===== src/hdl/citc_pkg.sv =====
// Shared types and constants of the ignition timing controller.
package citc_pkg;

  typedef enum logic [1:0] {
    CMD_SAMPLE   = 2'd0,
    CMD_OVERFLOW = 2'd1,
    CMD_TICK     = 2'd2,
    CMD_NONE     = 2'd3
  } cmd_e;

  localparam int unsigned CfgIdxW  = 3;
  localparam int unsigned CfgDataW = 64;

  localparam logic [CfgIdxW-1:0] REG_SLOTS_LO  = 3'd0;
  localparam logic [CfgIdxW-1:0] REG_SLOTS_MID = 3'd1;
  localparam logic [CfgIdxW-1:0] REG_SLOTS_HI  = 3'd2;
  localparam logic [CfgIdxW-1:0] REG_SHIFT     = 3'd3;
  localparam logic [CfgIdxW-1:0] REG_OVER_HIGH = 3'd4;

  localparam int unsigned TableSlots = 11;

  // One item waiting in the queue between the front and the back.
  typedef struct packed {
    logic [1:0]  cmd;
    logic [15:0] period;
  } item_t;

endpackage


===== src/hdl/cdi_ignition_timing_controller_core.sv =====
// Top level of the ignition timing controller.
// Each item is taken into a two-entry queue by the front part and executed
// by the back part, one item at a time, with its single result then held on
// the output until taken. A delay tick, overflow or ordinary sample goes
// straight to the output; a locking sample first scans the ring; a sample
// that fires runs the serial ring sum, the shared 48-step restoring divider
// (speed, then any delay target) and the slot-by-slot table walk.
// Configuration registers are written through a plain write port; the user
// must write them only while the block is idle, which the block does not enforce.
module cdi_ignition_timing_controller_core #(
  parameter int unsigned RING_SIZE        = 4,
  parameter int unsigned SENSE_ROUNDS     = 8,
  parameter int unsigned METER_HZ         = 62500,
  parameter int unsigned DELAY_HZ         = 100000,
  parameter int unsigned SPARKS_PER_REV   = 2,
  parameter int unsigned VALUE_FULL_SCALE = 255
) (
  input  logic                           clk_i,
  input  logic                           rst_ni,
  input  logic                           cfg_we_i,
  input  logic [citc_pkg::CfgIdxW-1:0]   cfg_idx_i,
  input  logic [citc_pkg::CfgDataW-1:0]  cfg_data_i,
  input  logic                           in_valid_i,
  output logic                           in_ready_o,
  input  logic [1:0]                     cmd_i,
  input  logic [15:0]                    period_i,
  output logic                           out_valid_o,
  input  logic                           out_ready_i,
  output logic                           front_coil_o,
  output logic                           back_coil_o,
  output logic [7:0]                     speed_rps_o,
  output logic                           locked_o,
  output logic                           delay_pending_o
);

  logic [63:0] slots_lo_q, slots_mid_q;
  logic [47:0] slots_hi_q;
  logic [7:0]  shift_q, over_high_q;
  logic        q_valid, q_ready;
  citc_pkg::item_t q_item;

  // Configuration registers, reset to zero.
  always_ff @(posedge clk_i or negedge rst_ni) begin
    if (!rst_ni) begin
      slots_lo_q <= '0; slots_mid_q <= '0; slots_hi_q <= '0;
      shift_q <= '0; over_high_q <= '0;
    end else if (cfg_we_i) begin
      unique case (cfg_idx_i)
        citc_pkg::REG_SLOTS_LO:  slots_lo_q  <= cfg_data_i;
        citc_pkg::REG_SLOTS_MID: slots_mid_q <= cfg_data_i;
        citc_pkg::REG_SLOTS_HI:  slots_hi_q  <= cfg_data_i[47:0];
        citc_pkg::REG_SHIFT:     shift_q     <= cfg_data_i[7:0];
        citc_pkg::REG_OVER_HIGH: over_high_q <= cfg_data_i[7:0];
        default: ;
      endcase
    end
  end

  citc_front u_front (
    .clk_i, .rst_ni, .in_valid_i, .in_ready_o, .cmd_i, .period_i,
    .q_valid_o(q_valid), .q_ready_i(q_ready), .q_item_o(q_item)
  );

  citc_back #(
    .RING_SIZE(RING_SIZE), .SENSE_ROUNDS(SENSE_ROUNDS), .METER_HZ(METER_HZ),
    .DELAY_HZ(DELAY_HZ), .SPARKS_PER_REV(SPARKS_PER_REV),
    .VALUE_FULL_SCALE(VALUE_FULL_SCALE)
  ) u_back (
    .clk_i, .rst_ni, .q_valid_i(q_valid), .q_ready_o(q_ready), .q_item_i(q_item),
    .slots_lo_i(slots_lo_q), .slots_mid_i(slots_mid_q), .slots_hi_i(slots_hi_q),
    .shift_i(shift_q), .over_high_i(over_high_q),
    .out_valid_o, .out_ready_i, .front_coil_o, .back_coil_o, .speed_rps_o,
    .locked_o, .delay_pending_o
  );

endmodule


===== src/hdl/citc_front.sv =====
// Input stage: accepts items into a short queue.
module citc_front (
  input  logic                  clk_i,
  input  logic                  rst_ni,
  input  logic                  in_valid_i,
  output logic                  in_ready_o,
  input  logic [1:0]            cmd_i,
  input  logic [15:0]           period_i,
  output logic                  q_valid_o,
  input  logic                  q_ready_i,
  output citc_pkg::item_t       q_item_o
);

  citc_pkg::item_t mem_q [2];
  logic [1:0] cnt_q, cnt_d;
  logic       wp_q, rp_q;
  logic       push, pop;

  assign in_ready_o = (cnt_q != 2'd2);
  assign push       = in_valid_i && in_ready_o;
  assign q_valid_o  = (cnt_q != 2'd0);
  assign pop        = q_valid_o && q_ready_i;
  assign q_item_o   = mem_q[rp_q];

  always_comb begin
    cnt_d = cnt_q;
    if (push && !pop) cnt_d = cnt_q + 2'd1;
    else if (pop && !push) cnt_d = cnt_q - 2'd1;
  end

  always_ff @(posedge clk_i or negedge rst_ni) begin
    if (!rst_ni) begin
      cnt_q <= 2'd0;
      wp_q  <= 1'b0;
      rp_q  <= 1'b0;
    end else begin
      cnt_q <= cnt_d;
      if (push) wp_q <= ~wp_q;
      if (pop) rp_q <= ~rp_q;
    end
  end

  always_ff @(posedge clk_i) begin
    if (push) begin
      mem_q[wp_q].cmd    <= cmd_i;
      mem_q[wp_q].period <= period_i;
    end
  end

endmodule


===== src/hdl/citc_back.sv =====
// Execution stage: ring, lock search, speed divide, table lookup and delay.
module citc_back #(
  parameter int unsigned RING_SIZE        = 4,
  parameter int unsigned SENSE_ROUNDS     = 8,
  parameter int unsigned METER_HZ         = 62500,
  parameter int unsigned DELAY_HZ         = 100000,
  parameter int unsigned SPARKS_PER_REV   = 2,
  parameter int unsigned VALUE_FULL_SCALE = 255
) (
  input  logic                  clk_i,
  input  logic                  rst_ni,
  input  logic                  q_valid_i,
  output logic                  q_ready_o,
  input  citc_pkg::item_t       q_item_i,
  input  logic [63:0]           slots_lo_i,
  input  logic [63:0]           slots_mid_i,
  input  logic [47:0]           slots_hi_i,
  input  logic [7:0]            shift_i,
  input  logic [7:0]            over_high_i,
  output logic                  out_valid_o,
  input  logic                  out_ready_i,
  output logic                  front_coil_o,
  output logic                  back_coil_o,
  output logic [7:0]            speed_rps_o,
  output logic                  locked_o,
  output logic                  delay_pending_o
);

  localparam int unsigned PosW  = $clog2(RING_SIZE);
  localparam int unsigned SumW  = 16 + $clog2(RING_SIZE + 1);
  localparam int unsigned RndW  = $clog2(SENSE_ROUNDS + 1);
  localparam int unsigned NumW  = 48;
  localparam int unsigned DivW  = 32;
  localparam logic [NumW-1:0] MeterK = NumW'(METER_HZ);
  localparam logic [23:0] DelayK = 24'(DELAY_HZ);
  localparam logic [23:0] ScaleK = 24'(SPARKS_PER_REV * VALUE_FULL_SCALE);
  localparam int unsigned CntW  = $clog2(NumW + 1);

  typedef enum logic [2:0] {
    S_IDLE, S_SUM, S_LOCK, S_DIV1, S_LOOK, S_DIV2, S_OUT
  } state_e;

  state_e state_q;
  logic [15:0]    ring_q [RING_SIZE];
  logic [PosW-1:0] pos_q, gap_q, idx_q;
  logic [RndW-1:0] rounds_q;
  logic           locked_q, busy_q, sel_q, armed_q, front_q, back_q;
  logic [7:0]     speed_q;
  logic [31:0]    target_q, count_q;
  logic [SumW-1:0] sum_q;
  logic [15:0]    least_q;
  logic [NumW-1:0] num_q, rem_q;
  logic [DivW-1:0] den_q;
  logic [CntW-1:0] bit_q;
  logic [3:0]     slot_q;
  logic           second_q;

  function automatic logic [15:0] slot_word(input logic [63:0] lo, input logic [63:0] mid,
                                            input logic [47:0] hi, input logic [3:0] k);
    logic [63:0] r;
    r = (k < 4'd4) ? lo : (k < 4'd8) ? mid : {16'd0, hi};
    return r[k[1:0]*16 +: 16];
  endfunction

  // One restoring division step.
  logic [NumW:0]   trial;
  logic [NumW-1:0] rem_sh;
  assign rem_sh = {rem_q[NumW-2:0], num_q[NumW-1]};
  assign trial  = {1'b0, rem_sh} - {{(NumW+1-DivW){1'b0}}, den_q};

  logic [15:0] sw_next, sw_cur;
  assign sw_next = slot_word(slots_lo_i, slots_mid_i, slots_hi_i, slot_q + 4'd1);
  assign sw_cur  = slot_word(slots_lo_i, slots_mid_i, slots_hi_i, slot_q);

  // Delay value of the slot under inspection; past the last bound the
  // over-high timing applies.
  logic [7:0] look_val;
  assign look_val = (32'(slot_q) + 32'd1 >= citc_pkg::TableSlots)
                    ? shift_i - over_high_i : shift_i - sw_cur[15:8];

  logic [PosW-1:0] pos_inc, sec_pos;
  logic [PosW:0]   sec_sum;
  assign pos_inc = (32'(pos_q) + 32'd1 >= RING_SIZE) ? '0 : pos_q + PosW'(1);
  assign sec_sum = {1'b0, gap_q} + (PosW+1)'(2);
  assign sec_pos = (32'(sec_sum) >= RING_SIZE) ? PosW'(32'(sec_sum) - RING_SIZE)
                                               : sec_sum[PosW-1:0];

  assign q_ready_o       = (state_q == S_IDLE);
  assign out_valid_o     = (state_q == S_OUT);
  assign front_coil_o    = front_q;
  assign back_coil_o     = back_q;
  assign speed_rps_o     = locked_q ? speed_q : 8'd0;
  assign locked_o        = locked_q;
  assign delay_pending_o = armed_q;

  always_ff @(posedge clk_i) begin
    if (state_q == S_IDLE && q_valid_i && q_item_i.cmd == citc_pkg::CMD_SAMPLE)
      ring_q[pos_q] <= q_item_i.period;
  end

  always_ff @(posedge clk_i or negedge rst_ni) begin
    if (!rst_ni) begin
      state_q <= S_IDLE; pos_q <= '0; gap_q <= '0; idx_q <= '0;
      rounds_q <= '0; locked_q <= 1'b0; busy_q <= 1'b0; sel_q <= 1'b0;
      armed_q <= 1'b0; front_q <= 1'b1; back_q <= 1'b1; speed_q <= '0;
      target_q <= '0; count_q <= '0; sum_q <= '0; least_q <= '0;
      num_q <= '0; rem_q <= '0; den_q <= '0; bit_q <= '0;
      slot_q <= '0; second_q <= 1'b0;
    end else begin
      unique case (state_q)
        S_IDLE: if (q_valid_i) begin
          state_q <= S_OUT;
          unique case (citc_pkg::cmd_e'(q_item_i.cmd))
            citc_pkg::CMD_SAMPLE: begin
              pos_q <= pos_inc;
              if (locked_q) begin
                if (pos_q == gap_q || pos_q == sec_pos) begin
                  if (sel_q) back_q <= 1'b0; else front_q <= 1'b0;
                  if (!busy_q) begin
                    busy_q   <= 1'b1;
                    second_q <= (pos_q == sec_pos);
                    sum_q    <= '0;
                    idx_q    <= '0;
                    state_q  <= S_SUM;
                  end
                end
              end else if (32'(pos_q) + 32'd1 >= RING_SIZE) begin
                if (32'(rounds_q) + 32'd1 >= SENSE_ROUNDS) begin
                  rounds_q <= '0;
                  least_q  <= 16'hFFFF;
                  idx_q    <= '0;
                  state_q  <= S_LOCK;
                end else rounds_q <= rounds_q + RndW'(1);
              end
            end
            citc_pkg::CMD_OVERFLOW: begin
              rounds_q <= '0; locked_q <= 1'b0; front_q <= 1'b0; back_q <= 1'b0;
            end
            citc_pkg::CMD_TICK: if (armed_q) begin
              count_q <= count_q + 32'd1;
              if (count_q + 32'd1 >= target_q) begin
                armed_q <= 1'b0; busy_q <= 1'b0;
                if (sel_q) back_q <= 1'b1; else front_q <= 1'b1;
              end
            end
            default: ;
          endcase
        end
        S_LOCK: begin
          if (ring_q[idx_q] < least_q) begin
            least_q <= ring_q[idx_q];
            gap_q   <= idx_q;
          end
          if (32'(idx_q) + 32'd1 >= RING_SIZE) begin
            locked_q <= 1'b1; state_q <= S_OUT;
          end else idx_q <= idx_q + PosW'(1);
        end
        S_SUM: begin
          sum_q <= sum_q + SumW'(ring_q[idx_q]);
          if (32'(idx_q) + 32'd1 >= RING_SIZE) begin
            state_q <= S_DIV1;
            num_q   <= MeterK;
            rem_q   <= '0;
            den_q   <= (sum_q + SumW'(ring_q[idx_q]) == '0) ? DivW'(1)
                       : DivW'(sum_q + SumW'(ring_q[idx_q]));
            bit_q   <= CntW'(NumW);
          end else idx_q <= idx_q + PosW'(1);
        end
        S_DIV1, S_DIV2: begin
          num_q <= {num_q[NumW-2:0], ~trial[NumW]};
          rem_q <= trial[NumW] ? rem_sh : trial[NumW-1:0];
          bit_q <= bit_q - CntW'(1);
          if (bit_q == CntW'(1)) begin
            if (state_q == S_DIV1) begin
              speed_q <= ({num_q[NumW-2:0], ~trial[NumW]} > NumW'(255)) ? 8'd255
                         : 8'({num_q[NumW-2:0], ~trial[NumW]});
              slot_q  <= '0;
              state_q <= S_LOOK;
            end else begin
              target_q <= 32'({num_q[NumW-2:0], ~trial[NumW]});
              count_q  <= '0;
              armed_q  <= 1'b1;
              state_q  <= S_OUT;
            end
          end
        end
        S_LOOK: begin
          // Walk the table one slot a cycle; stop at the first bound above speed.
          if (32'(slot_q) + 32'd1 >= citc_pkg::TableSlots || speed_q < sw_next[7:0]) begin
            sel_q <= ~second_q;
            if (look_val == 8'd0) begin
              busy_q <= 1'b0;
              if (!second_q) back_q <= 1'b1; else front_q <= 1'b1;
              state_q <= S_OUT;
            end else begin
              num_q   <= NumW'({8'd0, DelayK} * {24'd0, look_val});
              rem_q   <= '0;
              den_q   <= (speed_q == 8'd0) ? DivW'(1) : DivW'(32'(speed_q) * 32'(ScaleK));
              bit_q   <= CntW'(NumW);
              state_q <= S_DIV2;
            end
          end else slot_q <= slot_q + 4'd1;
        end
        S_OUT: if (out_ready_i) state_q <= S_IDLE;
        default: state_q <= S_IDLE;
      endcase
    end
  end

endmodule


===== config.mk =====
export PLATFORM = sky130hd
export DESIGN_NAME = cdi_ignition_timing_controller_core
export DESIGN_NICKNAME = d
export VERILOG_FILES = /design/src/hdl/citc_pkg.sv /design/src/hdl/cdi_ignition_timing_controller_core.sv /design/src/hdl/citc_front.sv /design/src/hdl/citc_back.sv
export SDC_FILE = /design/constraint.sdc
export NUM_CORES = 1
export LEC_CHECK = 0
export BUFFER_PORTS_ARGS = -buffer_cell sky130_fd_sc_hd__buf_2
export CAP_MARGIN = 15
export CORE_AREA = 5 5 228 230
export CTS_CLUSTER_SIZE = 28
export DETAILED_ROUTE_END_ITERATION = 7
export DIE_AREA = 0 0 233 235
export GPL_ROUTABILITY_DRIVEN = 0
export PLACE_DENSITY = 0.8
export SYNTH_ARGS = -nofsm -noshare
export SYNTH_HDL_FRONTEND = slang
export SYNTH_SLANG_ARGS = --single-unit

===== constraint.sdc =====
create_clock -name clk_i -period 8.4 [get_ports clk_i]
set_clock_uncertainty 0.1 [all_clocks]
set_input_delay 1.68 -clock clk_i [delete_from_list [all_inputs] [get_ports clk_i]]
set_output_delay 1.68 -clock clk_i [all_outputs]
set_load 0.01 [all_outputs]

; ---- After elaboration in Yosys (flattened, before gate mapping)
; Memory sizes are Yosys's and may differ from the RTL's.
; Index checks and enable logic that the tools add are counted.
[op_classes]
addsub = 19
n_mul = 2
n_lt_le_gt_ge = 13
eq_ne = 57
n_shift = 2
muxes = 129
bitwise = 6
reduce_logical = 53
[op_table]
columns = cell, count
row1 = $mux 32, 9
row2 = $mux 64, 4
row3 = $mux 47, 4
row4 = $mux 48, 3
row5 = $pmux 48 s3, 1
row6 = $pmux 47 s3, 1
row7 = $pmux 32 s2, 2
row8 = $mux 16, 6
row9 = $mux 19, 5
row10 = $ge 32x3->1 const B, 2
row11 = $ge 32x4->1 const B, 2
row12 = $shiftx 64x7->16, 1
row13 = $shiftx 64x7->8, 1
row14 = $sub 48x32->49, 1
row15 = $gt 48x8->1 const B, 1
row16 = $mux 1, 40
row17 = $ne 2x1->1 const B, 19
row18 = $pmux 19 s2, 1
row19 = $mux 3, 12
row20 = $add 32x1->32 const B, 1
row21 = $ge 32x32->1, 1
row22 = $pmux 16 s2, 1
row23 = $mux 2, 14
row24 = $mux 4, 6
row25 = 58 further kinds, 143
[totals]
regBits = 460
ram_bits = 100
mem_count = 2
[memory_table]
columns = memory, words, width, read_ports, rd_ports_with_merged_regs, write_ports, line_no
row1 = u_back.ring_q, 4, 16, 1, 0, 1, citc_back.sv:44  ; logic [15:0] ring_q [RING_SIZE];
row2 = u_front.mem_q, 2, 18, 1, 0, 1, citc_front.sv:14  ; citc_pkg::item_t mem_q [2];

; ---- Depth between registers and ports, before layout
[logic_depth]
depth_word = 10
mapped_depth = 34
depth_no_buf = 32

; ---- Cells and area by module
; A second synthesis with hierarchy kept.
[unflattened]
cells_unflattened = 2866
area_unflattened_um2 = 32167.1
[by_module_without_submodules]
columns = module, instances, cells_per_inst, area_each_um2
row1 = citc_back, 1, 2383, 22814.4
row2 = cdi_ignition_timing_controller_core, 1, 409, 7810.0
row3 = citc_front, 1, 74, 1542.7

; ---- Worst setup path before layout
; OpenSTA, ideal clock, no wires.
[synth_timing]
path_type = reg2reg
startpoint = register u_back.slot_q[0]
endpoint = register u_back.num_q[24]
arrival_time_ns = 6.680
required_ns = 8.177
setup_slack_ns = 1.497
stages_incl_launch_ff = 33
path_buffers = 4
period_less_slack_ns = 6.903
cell_sequence = dfrtp_1 -> buf_2 -> buf_4 -> buf_1 -> clkbuf_1 -> o22ai_1 -> nand2_1 -> o21ai_0 -> mux2_2 -> inv_1 -> ha_1 -> nor2b_1 -> o21ai_0 -> a21oi_1 -> nor4_1 -> nor2_1 -> xnor2_1 -> ha_1 -> ha_1 -> inv_1 -> fa_1 -> inv_1 -> fa_1 -> ha_1 -> and3_1 -> a311oi_1 -> nor2b_1 -> o21ai_0 -> nand2b_1 -> a31o_2 -> a31oi_1 -> mux2i_1 -> a21oi_1
[synth_via]
elab_chain_cells = 10
word_cells_on_any_way = 25
classes_between = add/sub (3) / mul (1) / order compare (6) / eq/ne (2) / shift (2) / mux (8) / reduce/logical (3)
[synth_lines]
columns = item, line_no
row1 = start: declaration, citc_back.sv:55  ; logic [3:0] slot_q;
row2 = start signal: assignment, citc_back.sv:202  ; end else slot_q <= slot_q + 4'd1;
row3 = $lt 4x4->1, citc_back.sv:61  ; r = (k < 4'd4) ? lo : (k < 4'd8) ? mid : {16'd0, hi};
row4 = $mux 64 (2 in series), citc_back.sv:61
row5 = $shiftx 64x7->16, citc_back.sv:62  ; return r[k[1:0]*16 +: 16];
row6 = $sub 8x8->8, citc_back.sv:79  ; ? shift_i - over_high_i : shift_i - sw_cur[15:8];
row7 = $mux 8, citc_back.sv:79
row8 = $mul 12x8->20, citc_back.sv:196  ; num_q <= NumW'({8'd0, DelayK} * {24'd0, look_val});
row9 = $mux 48, citc_back.sv:191  ; if (look_val == 8'd0) begin
row10 = $mux 48, citc_back.sv:189  ; if (32'(slot_q) + 32'd1 >= citc_pkg::TableSlots || speed_q < sw_next[7:0]) begin
row11 = $pmux 48 s3, citc_back.sv:110  ; unique case (state_q)
row12 = end signal: assignment, citc_back.sv:162  ; num_q <= MeterK;
row13 = end signal: assignment, citc_back.sv:170  ; num_q <= {num_q[NumW-2:0], ~trial[NumW]};
row14 = end signal: assignment, citc_back.sv:196
row15 = end: declaration, citc_back.sv:52  ; logic [NumW-1:0] num_q, rem_q;
; Several ways; a longest one is shown, not always the timed one. The select of a mux whose other input is x is not followed.
; A chain may end at the register's enable or synchronous reset.

; ---- Worst setup path in the final report
[layout_timing]
startpoint = register u_back.slot_q[2]
endpoint = register u_back.num_q[23]
; The elaborated chain is that of the path after synthesis.

==> flow_summary.json <==
{
  "outcome": "complete, no violations",
  "dieHeight_um": 235,
  "drcViolationCount": 0,
  "grt_max_degree": 186,
  "synth_simple_gate_area_share_pct": 10.1,
  "power.internal_w": 0.00646,
  "end_kind": "flop",
  "synth_edf_count": 100,
  "utilization_pct": 68.5,
  "synth_fa_ha_area_share_pct": 11.3,
  "grt_util_all_layers_pct": 25.8,
  "hpwlAfterDp_um": 48700,
  "totalPowerFinal_w": 0.0101,
  "pwr-share-clk_pct": 25.9,
  "syn_inst": 2775,
  "irDropWorstVdd_v": 0.000578,
  "cp_max_fo": 17,
  "period_share_pct": 92.9,
  "reg2reg_depth": 29,
  "grt_use_met3_pct": 4.53,
  "ys_ff_latch": 548,
  "rsz0062_at_grt": "false",
  "p_leak_nw": 15.5,
  "coreArea_um2": 49700,
  "p_comb_share_pct": 43.2,
  "synth_cell_types": 87,
  "area_delta_synth_final_pct": 10.1,
  "yosys_warnings": 0,
  "slew_headroom_pct": 26.9,
  "path_clk_slew_ns": 0.06,
  "worst_pin_slew_ns": 1.10,
  "cp.required_ns": 8.82,
  "antenna_found_initial": 4,
  "postCtsHoldBufs": 0,
  "numCtsBuffers": 56,
  "maxSlewViolCount": 0,
  "hp-start": "u_back.den_q[13]$_DFFE_PN0P_",
  "final_cell_mix": "dfrtp_1 (445), mux2_2 (251), nand2_1 (210)",
  "dpl_cell_area_um2": 32100,
  "grt.met1_usage_pct": 34.6,
  "synth_compound_area_share_pct": 11.8,
  "r2r_slack_ns": 0.59,
  "drt_wl_total_um": 69800,
  "cap_violations": 0,
  "ys_seq_area_share_pct": 46.0,
  "setup_viol": 0,
  "vias_per_cell": 6.14,
  "synth-main-ff-cell": "dfrtp_1",
  "vias": 21900,
  "io_buffers": 103,
  "dieArea_um2": 54800,
  "start_util_pct": 62.2,
  "synthMuxAreaShare_pct": 13.3,
  "postCtsSetupRepairBufs": 0,
  "synth_top_cell_by_area": "dfrtp_1",
  "worstSetupPathType": "flop to flop",
  "drive_above_1_share_pct": 18.7,
  "fmax_mhz": 128,
  "grt_pass1_vias": 22800,
  "drt-initial-drc-count": 1662,
  "power_density_nw_per_um2": 296,
  "final_area_um2": 34000,
  "io_pins": 104,
  "ctsResizeCount": 0,
  "cpMaxStageDelayCell": "dfrtp_1",
  "hold_viol_final": 0,
  "grt_pass1_wl_um": 117000,
  "synth-xor-area-share_pct": 3.70,
  "fp.dieW_um": 233,
  "cts_tree": "built",
  "synthesis.area_um2": 30900,
  "power.switching_w": 0.00362,
  "cts.sinks": 548,
  "grt-ovfl-total": 0,
  "cp.arrival_ns": 8.23,
  "syn_nets": 3117,
  "layout.cells.most_common": "dfrtp_1",
  "whs_path_depth": 2,
  "final_net_count": 3189,
  "synth_area_leaders": "dfrtp_1 (36%), edfxtp_1 (9.7%), mux2_2 (9.1%)",
  "min_period_ns": 7.81,
  "clock_path_buffers": 3,
  "dr.pass1.iters": 6,
  "synth_top_family_by_area": "multiplexers",
  "fin_setup_tns_ns": 0,
  "row_count": 82,
  "clockRootBuffer": "clkbuf_16",
  "async_reset_ff_share_pct": 81.8,
  "worstReg2RegEnd": "u_back.num_q[23]$_DFFE_PN0P_",
  "avgSynthCellArea_um2": 11.1,
  "switching_share_pct": 35.9,
  "critPathLaunchType": "flop",
  "slowest_delay_ns": 0.88,
  "drtAntennaViolNets": 0,
  "p_seq_share_pct": 30.9,
  "htree_num_levels": 2,
  "reg2reg_from": "u_back.slot_q[2]$_DFFE_PN0P_",
  "route.detailed.wl_per_inst_um": 19.6,
  "hp-class": "flop to flop",
  "gr-usage-met2_pct": 42.9,
  "top_usage_layer": "met2",
  "clk_latency_ns": 0.63,
  "synth_top_area_share_pct": 36.1,
  "hold_end": "u_back.den_q[13]$_DFFE_PN0P_"
}
==> worst max path at each step <==
stage | end | from | depth (start not counted)
finish | u_back.num_q[23]$_DFFE_PN0P_ | u_back.slot_q[2]$_DFFE_PN0P_ | 29
CTS | u_back.num_q[23]$_DFFE_PN0P_ | u_back.slot_q[2]$_DFFE_PN0P_ | 29
floorplan | u_back.num_q[24]$_DFFE_PN0P_ | u_back.slot_q[0]$_DFFE_PN0P_ | 32
global placement | u_back.num_q[21]$_DFFE_PN0P_ | u_back.slot_q[2]$_DFFE_PN0P_ | 29
global route | u_back.num_q[23]$_DFFE_PN0P_ | u_back.slot_q[2]$_DFFE_PN0P_ | 29
detailed placement | u_back.num_q[23]$_DFFE_PN0P_ | u_back.slot_q[2]$_DFFE_PN0P_ | 29
==> critical path: cells and delay by family, from the launching register on <==
family	cells	cell delay, ns
xor gates and xnor gates	1	0.19
adders and majority gates	7	2.60
DFF	1	0.88
muxes	1	0.25
buffers and inverters	3	0.49
AOI/OAI and AO/OA	12	2.56
and+or+nand+nor	5	0.60
==> layer usage <==
| metal | routed length (µm) | vias up |
|---|---|---|
| met4 | 2180 | 4 |
| met1 | 29700 | 11000 |
| met3 | 3640 | 152 |
| met5 | 27 | - |
| li1 | - | 10100 |
| met2 | 34300 | 598 |
==> kinds of logic (layout without fill, tap and decap cells) <==
group	Yosys count	after routing
adders and majority gates	252	252
xor gates and xnor gates	129	129
buffers and inverters	302	415
and+or+nand+nor	644	644
other	0	3
AOI/OAI and AO/OA	552	552
DFF	548	548
muxes	348	348
==> final cells by class <==
| class | count | area [µm²] |
|---|---|---|
| clock buffers | 73 | 1600 |
| inverters | 182 | 683 |
| fillers | 3517 | 15600 |
| clock inverters | 26 | 347 |
| well taps | 672 | 841 |
| multi-input cells | 1925 | 15600 |
| repair buffers | 134 | 778 |
| flip-flops and latches | 548 | 14200 |
| diodes | 3 | 7.51 |
==> Yosys cell counts, drive strengths merged (5+ instances only) <==
cell type	n
clkbuf	79
nor2b	40
mux4	24
nor4	26
nor2	136
and2	17
dfrtp	446
o211ai	31
a211oi	16
a22o	43
o22ai	9
mux2i	72
mux2	252
a31oi	16
inv	180
a2111oi	7
a22oi	8
a21boi	5
a21oi	94
o221ai	14
buf	41
o21a	15
and3	25
nand4	11
xnor2	84
o22a	9
or2	9
or3	8
nand2	210
o21ai	179
fa	44
ha	208
or4	5
xor2	45
nand3	56
o31ai	23
o21bai	6
a221o	11
edfxtp	100
nand2b	20
nor3	57
a21o	28
a221oi	5
nand3b	6
==> state kept, by name, summed over array words and instances, names as in the netlist, 2 cells and up <==
| name | count |
|---|---|
| u_back.ring_q | 64 |
| u_back.bit_q | 6 |
| u_back.gap_q | 2 |
| u_back.rem_q | 47 |
| u_back.idx_q | 2 |
| slots_hi_q | 48 |
| u_back.sum_q | 19 |
| u_back.rounds_q | 4 |
| u_back.target_q | 32 |
| u_back.count_q | 32 |
| u_back.slot_q | 4 |
| u_back.state_q | 3 |
| u_back.den_q | 20 |
| over_high_q | 8 |
| u_back.num_q | 48 |
| slots_mid_q | 64 |
| shift_q | 8 |
| u_front.cnt_q | 2 |
| u_front.mem_q | 36 |
| u_back.least_q | 16 |
| u_back.speed_q | 8 |
| slots_lo_q | 64 |
| u_back.pos_q | 2 |
==> metrics by stage <==
step	hold WS, ns	setup WS [ns]	cells
floorplan	0.349	1.50	2775
global placement	0.366	1.18	3460
detailed placement	0.374	0.762	3460
CTS	0.391	0.706	3559
global route	0.413	0.0756	3562
finish	0.387	0.593	3563
==> power by group through the flow <==
stage / clock, W / sequential (W) / combinational [W]
floorplan: 0 / 0.00311 / 0.00330
global route: 0.00277 / 0.00314 / 0.00488
finish: 0.00261 / 0.00312 / 0.00435
global placement: 0 / 0.00314 / 0.00403
CTS: 0.00266 / 0.00311 / 0.00431
detailed placement: 0 / 0.00316 / 0.00425
Note: power is estimated with default switching activity, not from simulation.
